==> src/hw/rtl/mm_ram.sv <==
`timescale 1ns / 1ps
// ----------------------------------------------------------------------------
// mm_ram
// Element store: one write port, one registered read port.
// ----------------------------------------------------------------------------
module mm_ram #(
  parameter int DEPTH  = 64,
  parameter int ADDR_W = 6,
  parameter int WIDTH  = 32
) (
  input  logic              clk,
  input  logic              we,
  input  logic [ADDR_W-1:0] waddr,
  input  logic [WIDTH-1:0]  wdata,
  input  logic              re,
  input  logic [ADDR_W-1:0] raddr,
  output logic [WIDTH-1:0]  rdata
);

  logic [WIDTH-1:0] mem [DEPTH];
  logic [WIDTH-1:0] rdata_r;

  always_ff @(posedge clk) begin
    if (we) begin
      mem[waddr] <= wdata;
    end
  end

  always_ff @(posedge clk) begin
    if (re) begin
      rdata_r <= mem[raddr];
    end
  end

  assign rdata = rdata_r;

endmodule

==> config.mk <==
export PLATFORM = sky130hd
export DESIGN_NAME = mm_ram
export DESIGN_NICKNAME = d
export VERILOG_FILES = /design/src/hw/rtl/mm_ram.sv
export SDC_FILE = /design/constraint.sdc
export NUM_CORES = 2
export LEC_CHECK = 0
export BUFFER_PORTS_ARGS = -buffer_cell sky130_fd_sc_hd__buf_2
export CORE_MARGIN = 1.5
export CORE_UTILIZATION = 30
export DETAILED_ROUTE_END_ITERATION = 16
export SLEW_MARGIN = 10
export SYNTH_ARGS = -nofsm -noshare
export SYNTH_HDL_FRONTEND = slang
export SYNTH_SLANG_ARGS = --single-unit
==> constraint.sdc <==
create_clock -name clk -period 3.7 [get_ports clk]
set_input_delay 0.37 -clock clk [delete_from_list [all_inputs] [get_ports clk]]
set_output_delay 0.37 -clock clk [all_outputs]
set_load 0.03 [all_outputs]
# Yosys cells after proc, flatten, opt, wreduce, memory -nomap -nowiden
# Memories as Yosys holds them, arrays and structs flattened. A register that Yosys moved wholly into a read port is not among the register bits.
# Index checks and enable logic that the tools add are counted.
[word_totals]
wordCells = 3
mem_count = 1
in_bits = 47
out_inout_bits = 32
ram_bits = 2048
register_bits = 0
[memory_table]
columns = ["name", "words", "width", "rd", "rd_ports_with_merged_regs", "write_ports", "line", "rtl"]
rows = [
  ["mem", 64, 32, 1, 1, 1, "20", "logic [WIDTH-1:0] mem [DEPTH];"],
]
[classes]
mux = 2
[op_table]
columns = ["cell", "n"]
rows = [
  ["$mux 1", 2],
]

# Depth between registers and ports, before layout
[depth]
ltp_word = 2
ltp_mapped = 10
depth_no_buf = 5

# Worst setup path after synthesis
# No wires, ideal clock.
[synth_path]
path_type = "in2reg"
from = "input waddr[3]"
to = "memory mem[48][0], enable pin"
required_ps = 3239
setup_slack_ps = 170
arrival_time_ps = 3069
setup_time_ps = 461
path_stages = 4
path_buffers = 1
path_cell_list = "clkbuf_1 -> nor2b_1 -> nand4b_1 -> nor3_1"
[synth_lines]
columns = ["element", "line", "rtl"]
rows = [
  ["from (decl)", "13", "input logic [ADDR_W-1:0] waddr,"],
  ["to (decl)", "20", ""],
]
# Straight into the memory's write port.

# Worst setup path in the final report
[layout_path]
from = "input waddr[2]"
to = "memory mem[29][19], enable pin"
# Straight into the memory's write port.

==> results.sh <==
export IMPL_min_period_over_period_pct=76.2
export IMPL_dp_cells=6980
export IMPL_sequentialPowerShare_pct=54.0
export IMPL_leakage_uw=0.0282
export IMPL_numCtsBuffers=206
export IMPL_clock_sinks=2080
export IMPL_place_ws_ns=0.193
export IMPL_final_common_cell="edfxtp_1"
export IMPL_fin_worst_skew_ns=0.0297
export IMPL_drive_gt1_share_pct=31.1
export IMPL_start_util_pct=30.1
export IMPL_p_comb_share_pct=5.4
export IMPL_place_congestion=0.796
export IMPL_vias=37800
export IMPL_ant_nets=0
export IMPL_syn_cell_area_mm2=0.0788
export IMPL_via_per_inst=5.14
export IMPL_drt_pass1_iterations=6
export IMPL_synth_fp_nets=3371
export IMPL_clkPwrFrac_pct=40.6
export IMPL_hpwl_um=127000
export IMPL_hold_violations=0
export IMPL_fin_util_pct=35.1
export IMPL_power_density_mw_per_mm2=528
export IMPL_final_area_mm2=0.0920
export IMPL_grt_use_total_pct=16.2
export IMPL_cts_tree="built"
export IMPL_final_cell_mix="2,080 x edfxtp_1, 544 x mux4_2, 208 x clkbuf_16"
export IMPL_netSwitchingPower_uw=10600
export IMPL_postPlaceCellArea_mm2=0.0857
export IMPL_hold_class="input pin to flip-flop"
export IMPL_period_minus_slack_ns=2.82
export IMPL_ff2ff_path_depth=4
export IMPL_cts_root_buf="clkbuf_16"
export IMPL_cts_clk_slew_worst_paths_ns=0.06
export IMPL_antenna_found_initial=33
export IMPL_die_w_um=516
export IMPL_peakVddDrop_v=0.000387
export IMPL_grt_overflow_total=0
export IMPL_syn_inst=3324
export IMPL_syn_avg_cell_area_um2=23.7
export IMPL_grt_pass1_wl_um=303000
export IMPL_grt_start_max_net_pins=65
export IMPL_endpoint_kind="flip-flop"
export IMPL_maxCapViolations=0
export IMPL_core_mm2=0.262
export IMPL_clock_path_buffers=3
export IMPL_remaining_drc_errors=0
export IMPL_area_growth_pct=16.7
export IMPL_cp_arrival_ns=3.36
export IMPL_drt_wl_total_um=217000
export IMPL_p_sw_share_pct=21.8
export IMPL_fmax_mhz=355
export IMPL_final_setup_tns_ns=0
export IMPL_htree_num_levels=4
export IMPL_p_int_uw=38000
export IMPL_holdPathStages=1
export IMPL_finalNonFillerCells=7364
export IMPL_rows=188
export IMPL_fp_dieArea_mm2=0.266
export IMPL_outcome="finished clean"
export IMPL_max_slew_margin_pct=15.5
export IMPL_wl_per_cell_um=29.4
export IMPL_die_y_um=516
export IMPL_crit_required_ns=4.24
export IMPL_synth_seq_cells=2080
export IMPL_drv_slew=0
export IMPL_worstSetupPathType="input pin to flip-flop"
export IMPL_yosysWarnings=0
export IMPL_clk_latency_ns=0.86
export IMPL_tightestPinTransition_ns=1.27
export IMPL_crit_path_max_fanout=22
export IMPL_yosysSeqAreaShare_pct=79.2
export IMPL_cts_resized=0
export IMPL_io_buffers=78
export IMPL_ios=79
export IMPL_fin_nets=3726
export IMPL_setup_violations_final=0
export IMPL_drt_iter0_drc=4767
export IMPL_ys_types=33
export IMPL_rsz0062_at_grt="false"
export IMPL_grt_pass1_vias=38600
export IMPL_fin_ws_ns=0.880
export IMPL_cp_start_kind="input pin"
-- final cells by class --
| type | count | area (um^2) |
|---|---|---|
| diodes | 9 | 22.5 |
| clock buffers | 273 | 5450 |
| clock inverters | 96 | 801 |
| fillers | 23900 | 170000 |
| multi-input cells | 1062 | 16000 |
| flip-flops and latches | 2080 | 62500 |
| well taps | 3515 | 4400 |
| repair buffers | 329 | 2900 |
-- kinds of logic (layout without fill, tap and decap cells) --
family,Yosys count,in the layout,synth area share (%)
AND/OR/NAND/NOR,223,223,1.26
AO/OA/AOI/OAI,202,202,1.67
other,0,9,0
buffers and inverters,182,698,1.12
multiplexers,637,637,16.7
flip-flops,2080,2080,79.2
-- worst max-delay path: stages --
cell and delay (ns):
dlygate4sd3_1 0.71, buf_2 0.28, nor2b_1 0.21, nand3_1 0.64
nor2_4 0.79, buf_12 0.30
-- synthesized netlist by cell type, drive strengths merged --
cell type     n  area share, %
clkbuf       74           0.35
or2           3          0.024
nand4         2          0.016
and2          2          0.016
a31oi         1         0.0079
a311oi        8          0.089
edfxtp     2080             79
mux4        544             16
nand2b        8          0.063
nor2b        15           0.12
a21oi        62           0.39
o221ai       27           0.30
buf         108           0.77
nand3b        5          0.048
or3           3          0.024
mux2i        93            1.2
or3b          5          0.056
nor2        137           0.65
nor3          7          0.044
and3          4          0.032
a41o          4          0.051
nand2        26           0.12
o22ai        84           0.67
o32ai         4          0.044
nand4b        1          0.011
a22oi        12           0.11
nand3         5          0.032
-- path summary, 6_finish.rpt --
kind	endpoint	startpoint	slack [ns]
max reg2reg	rdata[22]	mem[24][22]	1.20
min reg2reg	rdata[4]	mem[28][4]	0.82
min	mem[23][4]	wdata[4]	0.06
max	mem[29][19]	waddr[2]	0.88
-- registers in the layout, indices dropped and copies added, names as in the netlist --
signal	count
mem	2048
rdata	32
-- layer usage --
| layer | wire length, um | track usage [%] | part of all wire (%) |
|---|---|---|---|
| met5 | 62 | 0 | 0.029 |
| met4 | 5760 | 4.65 | 2.7 |
| met3 | 16400 | 2.72 | 7.5 |
| met2 | 108000 | 27.0 | 50 |
| met1 | 86800 | 21.7 | 40 |
-- power groups by stage --
| stage | clock (uW) | combinational [uW] | sequential [uW] |
|---|---|---|---|
| 2_1_floorplan | 0 | 1270 | 26800 |
| 3_3_place_gp | 0 | 2610 | 26700 |
| 3_5_place_dp | 0 | 2640 | 26700 |
| 4_1_cts | 20000 | 2650 | 26200 |
| 5_1_grt | 20900 | 2750 | 26200 |
| 6_report | 19700 | 2620 | 26200 |
-- through the flow --
stage               hold WS, ns  power, uW
floorplan                 0.469      28000
global placement          0.798      29300
detailed placement        0.808      29400
CTS                      0.0156      48900
global route             0.0434      49900
finish                   0.0569      48500
-- what timing repair did --
action | in CTS | in global routing
setup buffers | 0 | 0
hold buffers | 6 | 0
endpoints found under the setup margin | 0 | 0
endpoints found under the hold margin | 39 | 0
Power figures use the tool's default switching activity.
