**src/hw/rtl/mm_pkg.sv**
```systemverilog
`timescale 1ns / 1ps
// ----------------------------------------------------------------------------
// mm_pkg
// Shared types, codes and defaults for the fixed-point matrix multiplier.
// ----------------------------------------------------------------------------
package mm_pkg;

  localparam int VALUE_W           = 32;
  localparam int DIM_CFG_W         = 4;
  localparam int IDX_FIELD_W       = 3;
  localparam int CMD_W             = 2;
  localparam int MAX_DIM_DEF       = 8;
  localparam int FRACTION_BITS_DEF = 16;

  localparam logic [CMD_W-1:0] CMD_WRITE_A  = 2'd0;
  localparam logic [CMD_W-1:0] CMD_WRITE_B  = 2'd1;
  localparam logic [CMD_W-1:0] CMD_MULTIPLY = 2'd2;

  localparam logic [1:0] REG_ROWS_A    = 2'd0;
  localparam logic [1:0] REG_INNER_DIM = 2'd1;
  localparam logic [1:0] REG_COLS_B    = 2'd2;

  localparam logic [DIM_CFG_W-1:0] DIM_RESET = 4'd8;

  typedef struct packed {
    logic [CMD_W-1:0]       command;
    logic [IDX_FIELD_W-1:0] row_index;
    logic [IDX_FIELD_W-1:0] col_index;
    logic signed [VALUE_W-1:0] element_value;
  } in_item_t;

  typedef struct packed {
    logic [IDX_FIELD_W-1:0] out_row;
    logic [IDX_FIELD_W-1:0] out_col;
    logic signed [VALUE_W-1:0] product_value;
    logic                   last;
  } out_item_t;

  typedef struct packed {
    logic issue;
    logic clear;
  } mac_ctrl_t;

endpackage

```
**src/hw/rtl/mm_mac.sv**
```systemverilog
`timescale 1ns / 1ps
// ----------------------------------------------------------------------------
// mm_mac
// Shared multiply-accumulate unit with shift and saturation of the sum.
// ----------------------------------------------------------------------------
module mm_mac
  import mm_pkg::*;
#(
  parameter int MAX_DIM       = MAX_DIM_DEF,
  parameter int FRACTION_BITS = FRACTION_BITS_DEF
) (
  input  logic                      clk,
  input  logic                      rst_n,
  input  mac_ctrl_t                 ctrl,
  input  logic [VALUE_W-1:0]        a_data,
  input  logic [VALUE_W-1:0]        b_data,
  output logic                      busy,
  output logic signed [VALUE_W-1:0] result
);

  localparam int PROD_W = 2 * VALUE_W;
  localparam int ACC_W  = PROD_W + $clog2(MAX_DIM + 1) + 1;

  localparam logic signed [ACC_W-1:0] SAT_MAX =
    $signed({{(ACC_W - VALUE_W + 1){1'b0}}, {(VALUE_W - 1){1'b1}}});
  localparam logic signed [ACC_W-1:0] SAT_MIN =
    $signed({{(ACC_W - VALUE_W + 1){1'b1}}, {(VALUE_W - 1){1'b0}}});

  logic                     dv_r, dv_nxt;
  logic                     pv_r, pv_nxt;
  logic signed [PROD_W-1:0] prod_r, prod_nxt;
  logic signed [ACC_W-1:0]  acc_r, acc_nxt;
  logic signed [ACC_W-1:0]  shifted;

  always_comb begin
    dv_nxt   = ctrl.issue;
    pv_nxt   = dv_r;
    prod_nxt = dv_r ? ($signed(a_data) * $signed(b_data)) : prod_r;
    if (ctrl.clear) begin
      acc_nxt = '0;
    end else if (pv_r) begin
      acc_nxt = acc_r + ACC_W'(prod_r);
    end else begin
      acc_nxt = acc_r;
    end
  end

  always_ff @(posedge clk) begin
    if (!rst_n) begin
      dv_r <= 1'b0;
      pv_r <= 1'b0;
    end else begin
      dv_r <= dv_nxt;
      pv_r <= pv_nxt;
    end
  end

  always_ff @(posedge clk) begin
    prod_r <= prod_nxt;
    acc_r  <= acc_nxt;
  end

  assign busy    = dv_r | pv_r;
  assign shifted = acc_r >>> FRACTION_BITS;

  always_comb begin
    if (shifted > SAT_MAX) begin
      result = SAT_MAX[VALUE_W-1:0];
    end else if (shifted < SAT_MIN) begin
      result = SAT_MIN[VALUE_W-1:0];
    end else begin
      result = shifted[VALUE_W-1:0];
    end
  end

endmodule

```
**config.mk**
```make
export PLATFORM = sky130hd
export DESIGN_NAME = mm_mac
export DESIGN_NICKNAME = d
export VERILOG_FILES = /design/src/hw/rtl/mm_pkg.sv /design/src/hw/rtl/mm_mac.sv
export SDC_FILE = /design/constraint.sdc
export NUM_CORES = 2
export LEC_CHECK = 0
export ABC_AREA = 1
export CORE_ASPECT_RATIO = 0.8
export CORE_MARGIN = 2
export CORE_UTILIZATION = 40
export CTS_CLUSTER_SIZE = 40
export DETAILED_ROUTE_END_ITERATION = 6
export DONT_BUFFER_PORTS = 1
export PLACE_DENSITY_LB_ADDON = 0.12
export SYNTH_ARGS = -nofsm -noshare
export SYNTH_HDL_FRONTEND = slang
export SYNTH_SLANG_ARGS = --single-unit
```
**constraint.sdc**
```tcl
create_clock -name clk -period 10.3 [get_ports clk]
set_input_delay 1.03 -clock clk [delete_from_list [all_inputs] [get_ports clk]]
set_output_delay 1.03 -clock clk [all_outputs]
set_load 0.1 [all_outputs]
```
---- Word-level counts from Yosys, hierarchy flattened ----
Cells that the tools add are included.
operators by class
  add/sub/neg operators ................... 1
  $mul .................................... 1
  order comparisons ....................... 2
  multiplexer cells ....................... 2
  bitwise logic cells ..................... 1
operators by type and width
  kind                    number
  $add A69 B64 Y69        1
  $mul A32 B32 Y64        1
  $mux W32                2
  $gt A53 B32 Y1 const B  1
  $lt A53 B32 Y1 const B  1
  $or A1 B1 Y1            1
storage, ports and cells
  register bits after elaboration ......... 135
  input bits .............................. 68

---- Longest topological paths before layout ----
  word-level depth ........................ 3
  mapped depth ............................ 31
  gate-level depth less buffers ........... 30

---- Worst setup path before layout ----
No wires, ideal clock.
  path type ............................... input port to flip-flop
  start ................................... input a_data[31]
  end ..................................... register prod_r[58] (data pin)
  setup time .............................. 0.260 ns
  arrival ................................. 7.655 ns
  required time ........................... 10.040 ns
  setup slack ............................. 2.385 ns
  stages on the path ...................... 25
  path buffers ............................ 1
  cells stage by stage .................... clkbuf_1 > nand2_1 > inv_1 > fa_1 > inv_1 > fa_1 > inv_1 > fa_1 > fa_1 > inv_1 > fa_1 > inv_1 > fa_1 > inv_1 > fa_1 > inv_1 > fa_1 > ha_1 > a21oi_1 > a21boi_0 > o21ai_0 > a21boi_0 > o21a_1 > nand2_1 > xor2_1
between the ends
  cells in the longest elaborated chain, start to end .. 1
RTL lines
  element               line          text
  from (decl)           mm_mac.sv:15  input logic [VALUE_W-1:0] a_data,
  $mul A32 B32 Y64      mm_mac.sv:38  prod_nxt = dv_r ? ($signed(a_data) * $signed(b_data)) : prod_r;
  to (signal assigned)  mm_mac.sv:59  prod_r <= prod_nxt;
  to (decl)             mm_mac.sv:31  logic signed [PROD_W-1:0] prod_r, prod_nxt;
Every way passes these cells.
A chain may end at the register's enable or synchronous reset.

---- Final worst setup path ----
  start ................................... input b_data[2]
  end ..................................... register prod_r[58] (data pin)
between the ends
  cells in the longest elaborated chain, start to end .. 1
RTL lines
  element           line          text
  from (decl)       mm_mac.sv:16  input logic [VALUE_W-1:0] b_data,
  $mul A32 B32 Y64  mm_mac.sv:38
Every way passes these cells.

==> flow_summary.toml <==
[run_status]
outcome = "finished, final reports clean"

[global_routing]
grt_usage_pct = 26.0
grt_pass1_vias = 40100
antenna_found_initial = 0
grt_max_degree = 75
grt_pass1_wl_um = 243000
overflow = 0

[yosys]
synthCells = 6245
synth_nets = 7648
synth_cell_types = 49
yosysWarnings = 0
synth_area_per_cell_um2 = 7.67
synth_edf_count = 64
synth_ff_type = "dfxtp_1"
synth_seq_cells = 135
netlist_area_mm2 = 0.0479
synthArstFlopShare_pct = 0
synth_seq_area_share_pct = 6.98

[timing]
finalSetupViolCount = 0
clock_skew_ns = 0.0185
tightest_slew_ns = 1.14
rsz0062_at_grt = "no"
drv_slew = 0
fin_crit_ns = 8.47
period_share_pct = 82.2
max_freq_mhz = 118
setup_tns_ns = 0
finalHoldViolCount = 0
slew-limit-headroom_pct = 24.2

[detailed_routing]
drt-total-wl_um = 152000
dr.pass1.iters = 6
vias_per_cell = 4.91
via_count = 37400
wl_per_cell_um = 20.0
drt_iter0_markers = 2989
drcViolationCount = 0
antenna_left = 0

[clocking]
postCtsSetupRepairBufs = 0
post_cts_resize_count = 0
insertion_delay_ns = 0.47
cts_tree = "yes"
cts_buffers = 17
clkTransAtPathRegs_ns = 0.07
cts.path.max_buffers = 2
cts.sinks = 135
hold_buffers = 0
ctsRootBufferMaster = "clkbuf_16"
cts-htree-levels = 4

[final_layout]
instances_no_fill = 7617
drive_above_1_share_pct = 2.09
fin_nets = 7454
area_growth_pct = 3.97

[critical_path]
path_cells = "nand2_1 > inv_1 > fa_1 > fa_1 > fa_1 > fa_1 > inv_1 > fa_1 > inv_1 > fa_1 > inv_1 > fa_1 > inv_1 > fa_1 > ha_1 > a21oi_1 > a21boi_0 > o21ai_0 > a21boi_0 > o21a_1 > nand2_1 > xor2_1"
crit-reg2reg-launch = "acc_r[0]"
path_max_fanout = 32
endpoint_kind = "register"
worstSetupStartpointType = "input port"
slowest_delay_ns = 1.02
slowest_stage = "fa_1"
cpMostUsedCell = "fa_1"
reg2reg_slack_ns = 6.88
r2r-end = "acc_r[54]"
critPathArrivalTime_ns = 8.67
worst_ep_required_time_ns = 10.51
ff2ff_path_depth = 15
critPathKind = "input port to register"

[job]
cap_violations = 0

[hold_path]
hp-start = "acc_r[0]"
hold_class = "register to register"
hold_depth = 2
whs_endpoint = "acc_r[0]"

[floorplanning]
die_h_um = 313
die_area_mm2 = 0.123
core-area_mm2 = 0.119
initial_core_util_pct = 40.3
ios = 101
die_x_um = 391
rows = 113

[placement]
place_inst = 7584
portBuffers = 0
place.gp.congestion = 0.955
dp_hpwl_um = 130000
-- Yosys cell counts, drive strengths merged, types with 2 or more instances --
cell,n,share of area (%)
a21boi,5,0.086
a21o,14,0.22
a21oi,211,2.2
a221oi,2,0.037
a31oi,11,0.14
and2,6,0.078
and3,5,0.065
buf,4,0.034
clkbuf,218,1.7
dfxtp,71,3.0
edfxtp,64,4.0
fa,1083,45
ha,252,6.6
inv,1806,14
nand2,1596,13
nand3,125,1.4
nand3b,7,0.11
nand4,33,0.43
nor2,378,3.0
nor3,19,0.21
nor4,12,0.19
o211ai,5,0.11
o21a,10,0.16
o21ai,167,1.8
o21bai,32,0.50
or2,10,0.13
xnor2,27,0.49
xor2,66,1.2
-- per-stage QoR --
stage          instance area [µm²]  hold WS (ns)  util [%]  worst slack, ns
6_report                     49800         0.465      41.9             1.83
5_1_grt                      49800         0.483      41.9             1.41
4_1_cts                      49800         0.468      41.9             1.91
3_5_place_dp                 49200         0.459      41.4             1.40
3_3_place_gp                 49200         0.445      41.4             1.55
2_1_floorplan                47900         0.445         -             2.39
-- worst max path at each step --
stage	slack, ns	start	cells after the start	to
finish	1.83	b_data[2]	22	prod_r[58]
CTS	1.91	b_data[2]	22	prod_r[58]
detailed placement	1.40	b_data[2]	22	prod_r[58]
global placement	1.55	b_data[2]	22	prod_r[58]
global route	1.41	b_data[5]	24	prod_r[58]
floorplan	2.39	a_data[31]	25	prod_r[58]
-- cell usage in the layout (no fill, tap or decap), types with 17 or more instances in the layout --
master / Yosys / layout
inv_1: 1804 / 1803
clkbuf_16: 0 / 17
nand3_1: 120 / 120
o21ai_2: 3 / 34
dfxtp_1: 71 / 69
nor3_1: 18 / 18
nor2_1: 374 / 374
ha_1: 252 / 252
nand2_1: 1581 / 1581
fa_1: 1083 / 1083
o21ai_0: 153 / 126
a21oi_1: 207 / 207
o21bai_1: 32 / 32
edfxtp_1: 64 / 64
xnor2_1: 27 / 27
nand4_1: 33 / 33
xor2_1: 66 / 66
-- layer usage --
layer  vias to the layer above  part of all wire [%]  global-route usage, %
met3                        47                   5.8                   2.76
li1                      17500                     -                      -
met1                     18900                    49                   40.3
met5                         -                     0                      0
met2                      1004                    44                   40.7
met4                         0                  0.41                   1.72
-- critical path, delay by kind of cell --
kind | cells | cell delay, ns
adders and majority gates | 9 | 5.28
AOI/OAI and AO/OA | 5 | 1.39
buffers and inverters | 5 | 0.65
and+or+nand+nor | 2 | 0.16
xor gates and xnor gates | 1 | 0.14
-- area by class of cell --
class	instances	area [µm²]
flip-flops and latches	135	3350
clock inverters	15	151
inverters	1806	6780
diodes	1	2.50
clock buffers	17	425
repair buffers	9	67.6
fillers	12400	69000
multi-input cells	4082	37100
well taps	1552	1940
-- cell families after synthesis --
group / synth area share [%]
compound gates: 5.38
xor+xnor: 1.70
fa+ha+maj: 51.9
buf+inv: 15.9
flops: 6.98
simple gates: 18.2
-- flip-flops by register name, summed over array words and instances (netlist names) --
signal / flops
acc_r: 69
prod_r: 64
dv_r: 1
pv_r: 1
Power is left out: the tool's default activity adds up to more than one toggle a clock period on the data nets, which glitch-free logic cannot reach.
