<file path="src/hw/rtl/mm_pkg.sv">
`timescale 1ns / 1ps
// ----------------------------------------------------------------------------
// mm_pkg
// Shared types, codes and defaults for the fixed-point matrix multiplier.
// ----------------------------------------------------------------------------
package mm_pkg;

  localparam int VALUE_W           = 32;
  localparam int DIM_CFG_W         = 4;
  localparam int IDX_FIELD_W       = 3;
  localparam int CMD_W             = 2;
  localparam int MAX_DIM_DEF       = 8;
  localparam int FRACTION_BITS_DEF = 16;

  localparam logic [CMD_W-1:0] CMD_WRITE_A  = 2'd0;
  localparam logic [CMD_W-1:0] CMD_WRITE_B  = 2'd1;
  localparam logic [CMD_W-1:0] CMD_MULTIPLY = 2'd2;

  localparam logic [1:0] REG_ROWS_A    = 2'd0;
  localparam logic [1:0] REG_INNER_DIM = 2'd1;
  localparam logic [1:0] REG_COLS_B    = 2'd2;

  localparam logic [DIM_CFG_W-1:0] DIM_RESET = 4'd8;

  typedef struct packed {
    logic [CMD_W-1:0]       command;
    logic [IDX_FIELD_W-1:0] row_index;
    logic [IDX_FIELD_W-1:0] col_index;
    logic signed [VALUE_W-1:0] element_value;
  } in_item_t;

  typedef struct packed {
    logic [IDX_FIELD_W-1:0] out_row;
    logic [IDX_FIELD_W-1:0] out_col;
    logic signed [VALUE_W-1:0] product_value;
    logic                   last;
  } out_item_t;

  typedef struct packed {
    logic issue;
    logic clear;
  } mac_ctrl_t;

endpackage

</file>
<file path="src/hw/rtl/mm_seq.sv">
`timescale 1ns / 1ps
// ----------------------------------------------------------------------------
// mm_seq
// Command decode, element writes and the i/j/k loop sequencer with result
// register.
// ----------------------------------------------------------------------------
module mm_seq
  import mm_pkg::*;
#(
  parameter int MAX_DIM = MAX_DIM_DEF,
  parameter int ADDR_W  = 6
) (
  input  logic                 clk,
  input  logic                 rst_n,
  input  logic                 in_valid,
  output logic                 in_stall,
  input  in_item_t             in_data,
  output logic                 out_valid,
  input  logic                 out_stall,
  output out_item_t            out_data,
  input  logic [DIM_CFG_W-1:0] rows_a,
  input  logic [DIM_CFG_W-1:0] inner_dim,
  input  logic [DIM_CFG_W-1:0] cols_b,
  output logic                 we_a,
  output logic                 we_b,
  output logic [ADDR_W-1:0]    waddr,
  output logic [VALUE_W-1:0]   wdata,
  output logic [ADDR_W-1:0]    raddr_a,
  output logic [ADDR_W-1:0]    raddr_b,
  output mac_ctrl_t            mac_ctrl,
  input  logic                 mac_busy,
  input  logic [VALUE_W-1:0]   mac_result
);

  localparam int IDX_W = (MAX_DIM > 1) ? $clog2(MAX_DIM) : 1;
  localparam int DIM_W = $clog2(MAX_DIM + 1);

  localparam logic [1:0] ST_IDLE  = 2'd0;
  localparam logic [1:0] ST_RUN   = 2'd1;
  localparam logic [1:0] ST_DRAIN = 2'd2;

  function automatic logic [ADDR_W-1:0] flat(input logic [ADDR_W-1:0] r,
                                              input logic [ADDR_W-1:0] c);
    return ADDR_W'(r * ADDR_W'(MAX_DIM) + c);
  endfunction

  function automatic logic [DIM_W-1:0] clamp(input logic [DIM_CFG_W-1:0] v);
    return (int'(v) > MAX_DIM) ? DIM_W'(MAX_DIM) : DIM_W'(v);
  endfunction

  logic [1:0]       state_r, state_nxt;
  logic [IDX_W-1:0] i_r, i_nxt;
  logic [IDX_W-1:0] j_r, j_nxt;
  logic [IDX_W-1:0] k_r, k_nxt;
  logic [DIM_W-1:0] nr_r, nr_nxt;
  logic [DIM_W-1:0] nk_r, nk_nxt;
  logic [DIM_W-1:0] nc_r, nc_nxt;
  logic             out_valid_r, out_valid_nxt;
  out_item_t        out_data_r, out_data_nxt;

  logic accept;
  logic in_range;
  logic i_last, j_last, k_last;

  assign accept   = in_valid && !in_stall;
  assign in_stall = (state_r != ST_IDLE);
  assign in_range = (int'(in_data.row_index) < MAX_DIM) &&
                    (int'(in_data.col_index) < MAX_DIM);

  assign waddr = flat(ADDR_W'(in_data.row_index), ADDR_W'(in_data.col_index));
  assign wdata = in_data.element_value;
  assign we_a  = accept && in_range && (in_data.command == CMD_WRITE_A);
  assign we_b  = accept && in_range && (in_data.command == CMD_WRITE_B);

  assign raddr_a = flat(ADDR_W'(i_r), ADDR_W'(k_r));
  assign raddr_b = flat(ADDR_W'(k_r), ADDR_W'(j_r));

  assign i_last = (DIM_W'(i_r) + DIM_W'(1)) == nr_r;
  assign j_last = (DIM_W'(j_r) + DIM_W'(1)) == nc_r;
  assign k_last = (DIM_W'(k_r) + DIM_W'(1)) == nk_r;

  always_comb begin
    state_nxt     = state_r;
    i_nxt         = i_r;
    j_nxt         = j_r;
    k_nxt         = k_r;
    nr_nxt        = nr_r;
    nk_nxt        = nk_r;
    nc_nxt        = nc_r;
    out_data_nxt  = out_data_r;
    out_valid_nxt = out_valid_r && out_stall;
    mac_ctrl      = '0;

    unique case (state_r)
      ST_IDLE: begin
        if (accept && (in_data.command == CMD_MULTIPLY)) begin
          nr_nxt         = clamp(rows_a);
          nk_nxt         = clamp(inner_dim);
          nc_nxt         = clamp(cols_b);
          i_nxt          = '0;
          j_nxt          = '0;
          k_nxt          = '0;
          mac_ctrl.clear = 1'b1;
          if ((clamp(rows_a) != '0) && (clamp(cols_b) != '0)) begin
            state_nxt = ST_RUN;
          end
        end
      end
      ST_RUN: begin
        if (nk_r == '0) begin
          state_nxt = ST_DRAIN;
        end else begin
          mac_ctrl.issue = 1'b1;
          if (k_last) begin
            k_nxt     = '0;
            state_nxt = ST_DRAIN;
          end else begin
            k_nxt = k_r + IDX_W'(1);
          end
        end
      end
      ST_DRAIN: begin
        if (!mac_busy && (!out_valid_r || !out_stall)) begin
          out_valid_nxt              = 1'b1;
          out_data_nxt.out_row       = IDX_FIELD_W'(i_r);
          out_data_nxt.out_col       = IDX_FIELD_W'(j_r);
          out_data_nxt.product_value = mac_result;
          out_data_nxt.last          = i_last && j_last;
          mac_ctrl.clear             = 1'b1;
          if (i_last && j_last) begin
            state_nxt = ST_IDLE;
          end else if (j_last) begin
            j_nxt     = '0;
            i_nxt     = i_r + IDX_W'(1);
            state_nxt = ST_RUN;
          end else begin
            j_nxt     = j_r + IDX_W'(1);
            state_nxt = ST_RUN;
          end
        end
      end
      default: begin
        state_nxt = ST_IDLE;
      end
    endcase
  end

  always_ff @(posedge clk) begin
    if (!rst_n) begin
      state_r     <= ST_IDLE;
      out_valid_r <= 1'b0;
    end else begin
      state_r     <= state_nxt;
      out_valid_r <= out_valid_nxt;
    end
  end

  always_ff @(posedge clk) begin
    i_r        <= i_nxt;
    j_r        <= j_nxt;
    k_r        <= k_nxt;
    nr_r       <= nr_nxt;
    nk_r       <= nk_nxt;
    nc_r       <= nc_nxt;
    out_data_r <= out_data_nxt;
  end

  assign out_valid = out_valid_r;
  assign out_data  = out_data_r;

endmodule

</file>
<file path="config.mk">
export PLATFORM = sky130hd
export DESIGN_NAME = mm_seq
export DESIGN_NICKNAME = d
export VERILOG_FILES = /design/src/hw/rtl/mm_pkg.sv /design/src/hw/rtl/mm_seq.sv
export SDC_FILE = /design/constraint.sdc
export NUM_CORES = 1
export LEC_CHECK = 0
export ABC_AREA = 0
export BUFFER_PORTS_ARGS = -buffer_cell sky130_fd_sc_hd__buf_2
export CAP_MARGIN = 25
export CORE_MARGIN = 3
export CORE_UTILIZATION = 39
export DETAILED_ROUTE_END_ITERATION = 8
export MAX_ROUTING_LAYER = met4
export PLACE_DENSITY = 0.72
export SLEW_MARGIN = 20
export SYNTH_ARGS = -nofsm -noshare
export SYNTH_HDL_FRONTEND = slang
export SYNTH_SLANG_ARGS = --single-unit
</file>
<file path="constraint.sdc">
create_clock -name clk -period 7.5 [get_ports clk]
set_input_delay 0.75 -clock clk [delete_from_list [all_inputs] [get_ports clk]]
set_output_delay 0.75 -clock clk [all_outputs]
set_load 0.02 [all_outputs]
</file>
Word-level counts from Yosys, hierarchy flattened
Index checks and enable logic that the tools add are counted.
- output and inout bits: 95
- register bits after elaboration: 63
- order comparisons: 3
- mux-type cells: 28
- reduce and logical (&&, ||, !) cells: 27
- $add $sub $neg: 9
- equality and inequality tests: 14
- operator list (cell ; count):
    $mux 3 ; 9
    $add 6x3->6 ; 3
    $pmux 3 s2 ; 3
    $add 3x1->4 const B ; 3
    $eq 4x4->1 ; 3
    $gt 4x4->1 const B ; 3
    $ne 2x2->1 const B ; 6
    $mux 2 ; 5
    $add 3x1->3 const B ; 3
    $logic_and 1x1->1 ; 8
    $mux 4 ; 2
    $reduce_and 4->1 ; 2
    $reduce_bool 4->1 ; 2
    $mux 1 ; 7
    $pmux 2 s3 ; 1
    $reduce_bool 2->1 ; 3
    $reduce_and 5->1 ; 1
    $eq 2x1->1 const B ; 2
    $eq 2x2->1 const B ; 2
    $logic_not 1->1 ; 4
    $logic_not 2->1 ; 2
    $logic_not 4->1 ; 1
    $reduce_and 2->1 ; 2
    $ne 3x3->1 const B ; 1
    other kinds (3) ; 3

Logic depth before layout (Yosys ltp)
- depth after elaboration: 7
- gate-level depth with buffers: 5
- mapped depth without buffers: 5

Least setup slack after synthesis
Ideal clock, no wire load.
- kind: input -> register
- start point: in mac_busy
- end point: reg out_data_r (netlist bit out_data[0]) (enable)
- data arrival time: 2.555 ns
- required time: 7.065 ns
- stages: 2
- path slack: 4.510 ns
- path through: nand2b_1 > nor2_1
- word-level cells in the longest chain between the ends: 3
- ends and longest elaborated chain (what ; RTL line ; source):
    start: declaration ; mm_seq.sv:31 ; input logic mac_busy,
    $logic_not 1->1 ; mm_seq.sv:123 ; if (!mac_busy && (!out_valid_r || !out_stall)) begin
    $logic_and 1x1->1 ; mm_seq.sv:123 ;
    $reduce_and 2->1 (no source line) ; - ;
    end signal: assignment ; mm_seq.sv:165 ; out_data_r <= out_data_nxt;
    end: declaration ; mm_seq.sv:59 ; out_item_t out_data_r, out_data_nxt;
No other way between the ends.
A chain may end at the register's enable or synchronous reset.

==> results.md <==
* XOR/XNOR Fraction of Synth Area at 0.0586
* Reg clk slew, reported paths at 70 ps
* Total CTS buffers at 9
* Largest net degree at the start of global routing at 40
* Mapped cell area at 0.00278 sq mm
* Global-route wire length before repair at 8.88 mm
* Reg-to-Reg End: i_r[2]
* Post-synthesis compound-gate area fraction at 0.0410
* Fmax at 425 MHz
* Worst setup startpoint: mac_busy
* WL per Instance at 16.4 microns
* Initial Util at 0.406
* Vias per inst at 4.57
* Ys Warns at 0
* Top cells by area, synth: edfxtp_1 (65%), buf_4 (11%), xnor3_1 (2.4%)
* Top cell type's share of synthesized area at 0.649
* Max Slew Vio Count at 0
* Cts hold-fix bufs at 0
* Die area at 0.00816 sq mm
* Most common cell in the netlist: edfxtp_1
* CP arrival at 1600 ps
* Vias at 1,654
* Core Area at 0.00683 sq mm
* Setup bufs post-CTS at 0
* Final period util at 0.314
* Port Buffers at 107
* Most frequent CP cell: buf_2
* Width of the die at 90.4 microns
* Sink Count at 63
* Count of cell types in the netlist at 35
* CTS root buf: clkbuf_8
* Setup TNS at 0 ps
* DR DRC count at 0
* Final Hold Fails at 0
* Outcome: finished, final reports clean
* Mux cell area share after synthesis at 0
* Synthesis-stage register bit count at 63
* Crit-path slowest cell: a22o_1
* Final period demand of the worst path at 2350 ps
* R2R cell count at 5
* Leakage power at 1.40 nW
* Peak supply drop at 0.0000931 V
* R2R setup slack at 5180 ps
* Worst hold-check path type: flip-flop to flip-flop
* Total GRT Usage at 0.148
* Max cap viols at 0
* RSZ-0062 raised after global routing: no
* Synth Area per Inst at 14.9 sq um
* Largest family of logic cells by synthesized area: buffers and inverters
* Final instance area at 0.00337 sq mm
* Top FF cell, synth: edfxtp_1
* Seq/Total Area, Yosys at 0.671
* WS Path Type: input pin to output pin
* Post-DP Area at 0.00312 sq mm
* Worst Skew at 7.56 ps
* Final Util at 0.494
* First-pass iteration count of the detailed router at 4
* Reg2reg start: j_r[0]
* Max-Slew Margin vs Limit at 0.379
* Syn Nets at 278
* Final Wtd Congestion at 0.790
* Top cells by count, synth: edfxtp_1 (60), buf_4 (41), nor2_1 (14)
* Row count at 30
* Ratio of cells with drive above 1 in the final layout at 0.496
* Total gr overflow at 0
* Antenna violations before repair at 0
* Endpoints failing setup at 0
* Req. time, crit path at 6750 ps
* CP peak stage delay at 300 ps
* Final ANT Viol Nets at 0
* Post-synthesis adder-cell area fraction at 0.0135
* Die Ht at 90.4 microns
* Crit path capture type: output pin
* Worst Path Max Fanout at 4
* Leading area contributor after synthesis: edfxtp_1
* Post-cts sizing count at 0
* Critical path launch point type: input pin
* Synth-to-layout area growth at 21.6%
* CP Cell Sequence: buf_2 > nand2b_1 > a22o_1 > nor2_1 > buf_2
* Drt initial violations at 64
* Hpwl dp at 4.70 mm
* Worst setup endpoint: mac_ctrl[0]
* Pwr dens at 257 mW/mm^2
* H-tree Lvls at 3
* Least-Margin Pin Slew at 928 ps
* Final nets at 353
* Cell count after synthesis at 186
* Synth async-reset ratio at 0
* Post-Synth Simple-Gate Area at 0.0956
* Post-Route WL at 5.93 mm
* EDFF count, synth at 60
* CTS tree: yes
* Top-Level Pins at 184
* Number of diodes at 0
* Maximum buffer depth of the clock tree at 2
* Vias in the first global route at 1,644
* Worst skew pair latency at 320 ps
==> per-stage QoR <==
step / setup WS (ps) / std cells / power [mW] / hold WS [ps]
floorplan: 4510 / 186 / 0.523 / 591
global placement: 5140 / 345 / 0.530 / 511
detailed placement: 5100 / 345 / 0.533 / 521
CTS: 5130 / 361 / 0.879 / 536
global route: 5040 / 362 / 0.905 / 543
finish: 5150 / 362 / 0.868 / 533
==> metal layers <==
layer | vias to the layer above | global-route usage | share of wire
met5 | - | - | 0
met4 | 0 | 0.0765 | 0.015
met3 | 10 | 0.0733 | 0.13
met2 | 123 | 0.239 | 0.48
met1 | 742 | 0.149 | 0.37
li1 | 779 | - | -
==> where the power goes <==
part	switching (mW)	internal (mW)
sequential	0.0129	0.404
combinational	0.0619	0.0458
clock	0.125	0.218
total	0.199	0.669
==> placed cells by master (no fill, tap or decap), types with 2 or more instances in the layout <==
cell,instances
a31oi_1,2
and3_1,3
and4_1,2
buf_2,107
bufinv_16,3
clkbuf_8,9
clkinv_1,2
dfxtp_1,3
edfxtp_1,60
ha_1,3
inv_1,3
nand2_1,5
nor2_1,13
nor2b_1,9
nor3_1,2
nor3b_1,2
nor4_1,3
o2111ai_2,2
o21ai_0,2
xnor2_1,6
xnor3_1,3
xor2_1,3
==> cells by family after synthesis <==
kind of cell               Yosys count
adders and majority gates            3
and+or+nand+nor                     48
DFF                                 63
xor gates and xnor gates            13
AOI/OAI and AO/OA                   11
buffers and inverters               48
==> area by class of cell <==
type,instances,area [sq um]
clock buffers,9,124
inverters,4,15.0
well taps,96,120
flip-flops and latches,63,1860
repair buffers,108,556
fillers,619,3460
multi-input cells,75,587
clock inverters,7,111
==> worst min path at each step <==
stage	depth (start not counted)	start	slack (ps)	endpoint
final	0	j_r[1]	530	out_data[34]
after global routing	0	j_r[1]	540	out_data[34]
after CTS	0	j_r[1]	540	out_data[34]
after detailed placement	0	j_r[1]	520	out_data[34]
after global placement	0	j_r[1]	510	out_data[34]
after floorplan	3	state_r[0]	590	state_r[0]
==> flip-flops by register name (all words and copies together), names as in the netlist <==
name / count
out_data: 39
i_r: 3
nr_r: 4
nc_r: 4
j_r: 3
nk_r: 4
out_valid: 1
state_r: 2
k_r: 3
==> critical path: cells and delay by family <==
kind            cells  cell delay, ps
compound gates      1             300
simple gates        2             280
buf+inv             2             260
(Power assumes the default switching activity.)
